### src/rtl/lir_pkg.sv
// Shared types and constants for the linear interpolation resampler.
// No dependencies; every other file but lir_fifo refers to this package by scoped names.
package lir_pkg;

  localparam int unsigned SAMPLE_BITS = 16;
  localparam int unsigned FRAC_BITS   = 16;
  localparam int unsigned STEP_BITS   = 24;
  localparam int unsigned POS_BITS    = STEP_BITS + 1;
  localparam int unsigned SUM_BITS    = SAMPLE_BITS + FRAC_BITS + 2;
  localparam int unsigned ADDR_BITS   = 3;
  localparam int unsigned DATA_BITS   = 32;

  localparam logic [POS_BITS-1:0]  ONE_POS    = POS_BITS'(1) << FRAC_BITS;
  localparam logic [STEP_BITS-1:0] MIN_STEP   = STEP_BITS'(1) << (FRAC_BITS - 5);
  localparam logic [STEP_BITS-1:0] STEP_RESET = STEP_BITS'(1) << FRAC_BITS;
  localparam logic signed [SUM_BITS-1:0] HALF_LSB = SUM_BITS'(1) << (FRAC_BITS - 1);

  // register index, taken from paddr[ADDR_BITS-1:2]
  localparam logic [ADDR_BITS-3:0] REG_STEP_RATIO = '0;

  typedef enum logic [1:0] {
    CMD_HOLD   = 2'd0,
    CMD_SINGLE = 2'd1,
    CMD_SPAN   = 2'd2
  } cmd_kind_e;

  typedef struct packed {
    logic signed [SAMPLE_BITS-1:0] in_sample;
    logic                          last_sample;
  } in_item_t;

  typedef struct packed {
    logic signed [SAMPLE_BITS-1:0] out_sample;
    logic                          run_end;
    logic                          signal_end;
  } out_item_t;

  typedef struct packed {
    cmd_kind_e                     kind;
    logic signed [SAMPLE_BITS-1:0] prev;
    logic signed [SAMPLE_BITS:0]   diff;
    logic signed [SAMPLE_BITS-1:0] cur;
    logic                          last;
  } cmd_t;

endpackage

### src/rtl/lir_fifo.sv
// Small register queue, parameterised in width and depth.
// Depends on nothing; used for the command queue and the result queue.
module lir_fifo #(
  parameter int unsigned WIDTH = 8,
  parameter int unsigned DEPTH = 2
) (
  input  logic             clk_i,
  input  logic             rst_ni,
  input  logic             push_i,
  input  logic [WIDTH-1:0] data_i,
  output logic             full_o,
  input  logic             pop_i,
  output logic [WIDTH-1:0] data_o,
  output logic             empty_o
);

  localparam int unsigned PTR_BITS = (DEPTH > 1) ? $clog2(DEPTH) : 1;
  localparam int unsigned CNT_BITS = $clog2(DEPTH + 1);
  localparam logic [PTR_BITS-1:0] LAST_PTR = PTR_BITS'(DEPTH - 1);
  localparam logic [CNT_BITS-1:0] FULL_CNT = CNT_BITS'(DEPTH);

  logic [WIDTH-1:0]    mem_q [DEPTH];
  logic [PTR_BITS-1:0] wr_ptr_q, wr_ptr_d, rd_ptr_q, rd_ptr_d;
  logic [CNT_BITS-1:0] cnt_q, cnt_d;
  logic                do_push, do_pop;

  assign full_o  = (cnt_q == FULL_CNT);
  assign empty_o = (cnt_q == '0);
  assign do_push = push_i && !full_o;
  assign do_pop  = pop_i && !empty_o;
  assign data_o  = mem_q[rd_ptr_q];

  always_comb begin
    wr_ptr_d = wr_ptr_q;
    rd_ptr_d = rd_ptr_q;
    cnt_d    = cnt_q;
    if (do_push) begin
      wr_ptr_d = (wr_ptr_q == LAST_PTR) ? '0 : wr_ptr_q + PTR_BITS'(1);
    end
    if (do_pop) begin
      rd_ptr_d = (rd_ptr_q == LAST_PTR) ? '0 : rd_ptr_q + PTR_BITS'(1);
    end
    if (do_push && !do_pop) begin
      cnt_d = cnt_q + CNT_BITS'(1);
    end else if (do_pop && !do_push) begin
      cnt_d = cnt_q - CNT_BITS'(1);
    end
  end

  always_ff @(posedge clk_i or negedge rst_ni) begin
    if (!rst_ni) begin
      wr_ptr_q <= '0;
      rd_ptr_q <= '0;
      cnt_q    <= '0;
    end else begin
      wr_ptr_q <= wr_ptr_d;
      rd_ptr_q <= rd_ptr_d;
      cnt_q    <= cnt_d;
    end
  end

  always_ff @(posedge clk_i) begin
    if (do_push) begin
      mem_q[wr_ptr_q] <= data_i;
    end
  end

endmodule

### src/rtl/lir_front.sv
// Front end: accepts input items, tracks the held sample and classifies
// each item into a command for the back end. Depends on lir_pkg.
module lir_front (
  input  logic              clk_i,
  input  logic              rst_ni,
  input  logic              push_i,
  input  lir_pkg::in_item_t in_item_i,
  input  logic              cmd_full_i,
  output logic              cmd_push_o,
  output lir_pkg::cmd_t     cmd_o
);

  logic signed [lir_pkg::SAMPLE_BITS-1:0] prev_q, prev_d;
  logic                                   have_prev_q, have_prev_d;
  logic                                   accept;

  assign accept     = push_i && !cmd_full_i;
  assign cmd_push_o = accept;

  always_comb begin
    cmd_o.prev = prev_q;
    cmd_o.cur  = in_item_i.in_sample;
    cmd_o.last = in_item_i.last_sample;
    cmd_o.diff = {in_item_i.in_sample[lir_pkg::SAMPLE_BITS-1], in_item_i.in_sample}
               - {prev_q[lir_pkg::SAMPLE_BITS-1], prev_q};
    if (have_prev_q) begin
      cmd_o.kind = lir_pkg::CMD_SPAN;
    end else if (in_item_i.last_sample) begin
      cmd_o.kind = lir_pkg::CMD_SINGLE;
    end else begin
      cmd_o.kind = lir_pkg::CMD_HOLD;
    end

    prev_d      = prev_q;
    have_prev_d = have_prev_q;
    if (accept) begin
      prev_d      = in_item_i.in_sample;
      have_prev_d = !in_item_i.last_sample;
    end
  end

  always_ff @(posedge clk_i or negedge rst_ni) begin
    if (!rst_ni) begin
      prev_q      <= '0;
      have_prev_q <= 1'b0;
    end else begin
      prev_q      <= prev_d;
      have_prev_q <= have_prev_d;
    end
  end

endmodule

### src/rtl/lir_back.sv
// Back end: walks output positions across one span, one result per cycle while
// the result queue has room, interpolating with a single multiplier. Depends on lir_pkg.
module lir_back (
  input  logic                            clk_i,
  input  logic                            rst_ni,
  input  logic [lir_pkg::STEP_BITS-1:0]   step_ratio_i,
  input  logic                            cmd_empty_i,
  input  lir_pkg::cmd_t                   cmd_i,
  output logic                            cmd_pop_o,
  input  logic                            res_full_i,
  output logic                            res_push_o,
  output lir_pkg::out_item_t              res_o
);

  typedef enum logic {
    B_IDLE,
    B_SPAN
  } back_state_e;

  localparam int unsigned S = lir_pkg::SAMPLE_BITS;
  localparam int unsigned F = lir_pkg::FRAC_BITS;
  localparam int unsigned P = lir_pkg::POS_BITS;
  localparam int unsigned W = lir_pkg::SUM_BITS;

  back_state_e              state_q, state_d;
  logic [P-1:0]             pos_q, pos_d;
  logic signed [S-1:0]      prev_q, prev_d, cur_q, cur_d;
  logic signed [S:0]        diff_q, diff_d;
  logic                     last_q, last_d;

  logic [lir_pkg::STEP_BITS-1:0]       step_eff;
  logic [P-1:0]                        pos_nxt, pos_after;
  logic                                in_span, run_done, lands;
  logic signed [lir_pkg::SUM_BITS-1:0] prod, base, sum;

  assign step_eff  = (step_ratio_i < lir_pkg::MIN_STEP) ? lir_pkg::MIN_STEP : step_ratio_i;
  assign pos_nxt   = pos_q + P'(step_eff);
  assign pos_after = pos_q - lir_pkg::ONE_POS;
  assign in_span   = (pos_q[P-1:F] == '0);
  assign run_done  = (pos_nxt[P-1:F] != '0);
  assign lands     = last_q && (pos_nxt == lir_pkg::ONE_POS);

  assign prod = W'(diff_q) * W'($signed({1'b0, pos_q[F-1:0]}));
  assign base = $signed({{2{prev_q[S-1]}}, prev_q, {F{1'b0}}});
  assign sum  = base + prod + lir_pkg::HALF_LSB;

  always_comb begin
    state_d    = state_q;
    pos_d      = pos_q;
    prev_d     = prev_q;
    cur_d      = cur_q;
    diff_d     = diff_q;
    last_d     = last_q;
    cmd_pop_o  = 1'b0;
    res_push_o = 1'b0;
    res_o      = '{out_sample: cur_q, run_end: 1'b1, signal_end: 1'b1};

    unique case (state_q)
      B_IDLE: begin
        if (!cmd_empty_i && !res_full_i) begin
          cmd_pop_o = 1'b1;
          unique case (cmd_i.kind)
            lir_pkg::CMD_SPAN: begin
              prev_d  = cmd_i.prev;
              cur_d   = cmd_i.cur;
              diff_d  = cmd_i.diff;
              last_d  = cmd_i.last;
              state_d = B_SPAN;
            end
            lir_pkg::CMD_SINGLE: begin
              res_push_o = 1'b1;
              res_o      = '{out_sample: cmd_i.cur, run_end: 1'b1, signal_end: 1'b1};
              pos_d      = '0;
            end
            default: begin
              pos_d = '0;
            end
          endcase
        end
      end
      B_SPAN: begin
        if (!res_full_i) begin
          if (in_span) begin
            res_push_o       = 1'b1;
            res_o.out_sample = sum[F +: S];
            res_o.run_end    = run_done && !lands;
            res_o.signal_end = run_done && !lands && last_q;
            pos_d            = pos_nxt;
          end else begin
            res_push_o = last_q && (pos_after == '0);
            pos_d      = last_q ? '0 : pos_after;
            state_d    = B_IDLE;
          end
        end
      end
      default: begin
        state_d = B_IDLE;
      end
    endcase
  end

  always_ff @(posedge clk_i or negedge rst_ni) begin
    if (!rst_ni) begin
      state_q <= B_IDLE;
      pos_q   <= '0;
    end else begin
      state_q <= state_d;
      pos_q   <= pos_d;
    end
  end

  always_ff @(posedge clk_i) begin
    prev_q <= prev_d;
    cur_q  <= cur_d;
    diff_q <= diff_d;
    last_q <= last_d;
  end

endmodule

### src/rtl/linear_interp_resampler_core.sv
// Top level of the linear interpolation resampler: step register, front end,
// command queue, back end and result queue. Depends on lir_pkg, lir_fifo,
// lir_front and lir_back.
//
//  channel   | handshake          | payload
//  ----------+--------------------+-----------------------------------
//  input     | push / full        | in_data_i  (in_sample, last_sample)
//  result    | pop / empty        | out_data_o (out_sample, run_end, signal_end)
//  config    | APB, pready tied 1 | step_ratio at byte address 0
//
// The back end dispatches a span item, emits its results from the position loop
// through its single multiplier and then closes the span; a held first sample or
// a one-sample signal needs only the dispatch.
// Reset clears the step register to 1.0, the held sample and both queues.
// Either side may stall freely: the queues decouple front, back and output.
module linear_interp_resampler_core #(
  parameter int unsigned CMD_DEPTH = 2,
  parameter int unsigned RES_DEPTH = 2
) (
  input  logic                            clk_i,
  input  logic                            rst_ni,
  input  logic                            push,
  output logic                            full,
  input  lir_pkg::in_item_t               in_data_i,
  output logic                            empty,
  input  logic                            pop,
  output lir_pkg::out_item_t              out_data_o,
  input  logic                            psel,
  input  logic                            penable,
  input  logic                            pwrite,
  input  logic [lir_pkg::ADDR_BITS-1:0]   paddr,
  input  logic [lir_pkg::DATA_BITS-1:0]   pwdata,
  output logic [lir_pkg::DATA_BITS-1:0]   prdata,
  output logic                            pready
);

  logic [lir_pkg::STEP_BITS-1:0] step_q;
  logic                          step_sel;

  lir_pkg::cmd_t      cmd_in, cmd_out;
  lir_pkg::out_item_t res_in;
  logic               cmd_push, cmd_full, cmd_pop, cmd_empty;
  logic               res_push, res_full;

  assign pready   = 1'b1;
  assign step_sel = (paddr[lir_pkg::ADDR_BITS-1:2] == lir_pkg::REG_STEP_RATIO);
  assign prdata   = step_sel ? lir_pkg::DATA_BITS'(step_q) : '0;

  always_ff @(posedge clk_i or negedge rst_ni) begin
    if (!rst_ni) begin
      step_q <= lir_pkg::STEP_RESET;
    end else if (psel && penable && pwrite && pready && step_sel) begin
      step_q <= pwdata[lir_pkg::STEP_BITS-1:0];
    end
  end

  assign full = cmd_full;

  lir_front u_front (
    .clk_i      (clk_i),
    .rst_ni     (rst_ni),
    .push_i     (push),
    .in_item_i  (in_data_i),
    .cmd_full_i (cmd_full),
    .cmd_push_o (cmd_push),
    .cmd_o      (cmd_in)
  );

  lir_fifo #(
    .WIDTH ($bits(lir_pkg::cmd_t)),
    .DEPTH (CMD_DEPTH)
  ) u_cmd_q (
    .clk_i   (clk_i),
    .rst_ni  (rst_ni),
    .push_i  (cmd_push),
    .data_i  (cmd_in),
    .full_o  (cmd_full),
    .pop_i   (cmd_pop),
    .data_o  (cmd_out),
    .empty_o (cmd_empty)
  );

  lir_back u_back (
    .clk_i        (clk_i),
    .rst_ni       (rst_ni),
    .step_ratio_i (step_q),
    .cmd_empty_i  (cmd_empty),
    .cmd_i        (cmd_out),
    .cmd_pop_o    (cmd_pop),
    .res_full_i   (res_full),
    .res_push_o   (res_push),
    .res_o        (res_in)
  );

  lir_fifo #(
    .WIDTH ($bits(lir_pkg::out_item_t)),
    .DEPTH (RES_DEPTH)
  ) u_res_q (
    .clk_i   (clk_i),
    .rst_ni  (rst_ni),
    .push_i  (res_push),
    .data_i  (res_in),
    .full_o  (res_full),
    .pop_i   (pop),
    .data_o  (out_data_o),
    .empty_o (empty)
  );

endmodule

### config.mk
export PLATFORM = sky130hd
export DESIGN_NAME = linear_interp_resampler_core
export DESIGN_NICKNAME = d
export VERILOG_FILES = /design/src/rtl/lir_pkg.sv /design/src/rtl/lir_fifo.sv /design/src/rtl/lir_front.sv /design/src/rtl/lir_back.sv /design/src/rtl/linear_interp_resampler_core.sv
export SDC_FILE = /design/constraint.sdc
export NUM_CORES = 1
export LEC_CHECK = 0
export BUFFER_PORTS_ARGS = -buffer_cell sky130_fd_sc_hd__buf_2
export CAP_MARGIN = 10
export CORE_ASPECT_RATIO = 0.6
export CORE_UTILIZATION = 53
export DETAILED_ROUTE_END_ITERATION = 7
export MAX_ROUTING_LAYER = met4
export PLACE_DENSITY = 0.7
export SYNTH_ARGS = -nofsm -noshare
export SYNTH_HDL_FRONTEND = slang
export SYNTH_SLANG_ARGS = --single-unit
export TNS_END_PERCENT = 5
### constraint.sdc
create_clock -name clk_i -period 8.1 [get_ports clk_i]
set_input_delay 0.81 -clock clk_i [delete_from_list [all_inputs] [get_ports clk_i]]
set_output_delay 0.81 -clock clk_i [all_outputs]
set_load 0.02 [all_outputs]
==> summary.md <==
| Metric | Value |
|---|---|
| Cell variety after synth | 83 |
| Setup TNS | 0 ps |
| Synth Area per Inst | 10.6 µm² |
| CTS tree | built |
| Max H-tree Level | 1 |
| Clock sinks | 265 |
| Initial antenna violation count | 0 |
| Final WL | 52000 µm |
| N_diodes | 0 |
| Worst-path maximum fanout | 20 |
| Ys async rst share | 28.3% |
| Ys Warns | 0 |
| Least-Margin Pin Slew | 1140 ps |
| Worst path required time | 8400 ps |
| Hold WS | 400 ps |
| Starting Density | 54.1% |
| Port bufs | 92 |
| Syn-to-layout area delta | 8.45% |
| WL per Instance | 18.0 µm |
| Worst-Skew Late Latency | 580 ps |
| Final Hold Vio Count | 0 |
| Leading cell type in the layout, fill and taps excluded | inv_1 |
| DP HPWL | 40300 µm |
| Die ar. | 45300 µm² |
| Vias per std cell | 5.37 |
| Root buf cell | clkbuf_16 |
| Hold Crit Class | input port to asynchronous set/reset pin |
| Failing checks | DRC |
| Arr. time, crit path | 7530 ps |
| RSZ-0062 raised after global routing | false |
| Number of synthesized flops with an enable pin | 190 |
| Die width | 274 µm |
| Worst-case clock buffer depth | 3 |
| Die Y | 165 µm |
| Crit path cell chain | and2_1, fa_1, inv_1, fa_1, fa_1, fa_1, inv_1, fa_1, inv_1, fa_1, inv_1, ha_1, a21oi_1, o211ai_1, a31oi_4, o31ai_1, buf_4, or3_1, a31oi_2, o21bai_2, a21oi_2, xnor2_1, a31o_1 |
| Io pins | 112 |
| Commonest cells after routing, fill and taps aside | 467 x inv_1, 292 x fa_1, 190 x edfxtp_1 |
| Largest net degree at the start of global routing | 76 |
| Crit. End Element | flip-flop |
| Post-layout minimum cycle time | 7230 ps |
| DRT Pass-1 Iters | 7 |
| Post-CTS Hold Buffers | 0 |
| Multi-input logic area | 13900 µm² |
| GRT Util Overall | 24.8% |
| Fillers | 3661 |
| Core box area | 43600 µm² |
| Cts repair resizes | 0 |
| Share of cells above drive strength 1 | 12.0% |
| Clk slew on worst S/H paths | 70 ps |
| Post-route cell area | 25500 µm² |
| Fmax | 138 MHz |
| Largest stage delay, worst path | 680 ps |
| #FFs+latches synth | 265 |
| Postcts setup bufs | 0 |
| Crit path kind | flip-flop to flip-flop |
| Setup violators final | 0 |
| Most used cell, CP | fa_1 |
| Sequential share of the synthesized area | 32.2% |
| Slowest CP cell | dfrtp_1 |
| Number of CTS-inserted buffers | 28 |
| Layout Utilization | 58.7% |
| Most used DFF post-synth | edfxtp_1 |
| DRC Markers | 5 |
| Synth Cell Area | 23600 µm² |
| Post-route ant nets | 0 |
| Crit share post-route | 89.3% |
| Clock Skew | 34.6 ps |
| Total of max-cap violations | 0 |
| GR Overflow Total | 0 |
| Outcome | complete, but fails checks |
| Worst slew margin | 24.1% |
| Initial DRC Count | 972 |
| Vias in the first global route | 16000 |
| Row Count | 59 |
| Slew Viols, Final | 0 |
| DP Area | 24600 µm² |
| Syn Inst Count | 2228 |
| Fin nets | 2776 |
| CP startpoint kind | flip-flop |
| Reg area | 7580 µm² |
| First-pass GRT wire length | 85200 µm |
| RD Place Congestion | 0.876 |
| Vias | 15500 |
## path summary, 6_finish.rpt
kind,startpoint,end,slack (ps),cells past startpoint
setup / recovery,u_back.pos_q[2],u_res_q.mem_q[1][11],870,23
hold / removal,rst_ni,step_q[23],400,1
setup reg to reg,u_back.pos_q[2],u_res_q.mem_q[1][11],870,23
hold reg to reg,u_front.prev_q[8],u_cmd_q.mem_q[0][42],470,0
max in group asynchronous,rst_ni,u_cmd_q.rd_ptr_q,6880,1
min in group clk_i,in_data_i[0],u_cmd_q.mem_q[0][0],460,1
## metal layers
layer	vias up	GRT usage [%]	wire length (µm)
li1	7202	-	-
met1	7835	36.8	24800
met2	442	37.0	23200
met3	55	3.40	3360
met4	0	4.14	739
met5	-	-	0
## layout make-up
cell class	count	area share (%)
Clock inverter	17	0.823
Sequential cell	265	29.7
Inverter	468	6.88
Multi-Input combinational cell	1408	54.3
Clock buffer	35	2.88
Tap cell	579	2.84
Timing Repair Buffer	119	2.61
## registers in the layout, summed over array words and instances, names as in the netlist, 2 cells and up
register	flops
u_back.pos_q	25
step_q	24
u_res_q.cnt_q	2
u_back.prev_q	16
u_back.cur_q	16
u_cmd_q.cnt_q	2
u_front.prev_q	16
u_cmd_q.mem_q	104
u_res_q.mem_q	36
u_back.diff_q	17
## cell families (layout without fill, tap and decap cells)
family / Yosys count / count (layout) / synth area share (%)
AO/OA/AOI/OAI: 241 / 241 / 6.84
flip-flops: 265 / 265 / 32.2
adder cells (fa/ha/maj): 427 / 427 / 32.0
XOR/XNOR: 67 / 67 / 2.49
buffers and inverters: 562 / 639 / 9.14
AND/OR/NAND/NOR: 555 / 555 / 12.2
multiplexers: 109 / 109 / 5.12
other: 2 / 9 / 0.0319
## cells in the mapped netlist, drive strengths merged, types with 8 or more instances
library cell  number  area [µm²]
a21o              18         135
a21oi             42         218
a22o              10        87.6
and2             186        1170
buf               16         103
clkbuf            78         293
dfrtp             74        1850
edfxtp           190        5710
fa               292        5850
ha               135        1690
inv              467        1750
mux2              92        1040
mux2i             17         170
nand2            184         691
nand3             14        70.1
nor2              59         221
nor2b             36         225
nor3              26         141
nor4              12        75.1
o21a               8        60.1
o21ai             86         430
o21bai             8        67.6
xnor2             47         412
xor2              20         175
## critical path, delay by kind of cell (launching register included)
family	cells	cell delay (ps)
compound gates	8	1530
xor+xnor	1	110
fa+ha+maj	7	3560
buf+inv	5	420
flops	1	680
simple gates	2	650
## through the flow
step / setup slack [ps] / cells
3_5_place_dp: 905 / 2839
4_1_cts: 846 / 2891
6_report: 870 / 2891
2_1_floorplan: 1730 / 2235
5_1_grt: 661 / 2891
3_3_place_gp: 1050 / 2839
Power is not shown: default switching activity piles up to over one toggle a cycle in this logic, so the estimate is an artifact.
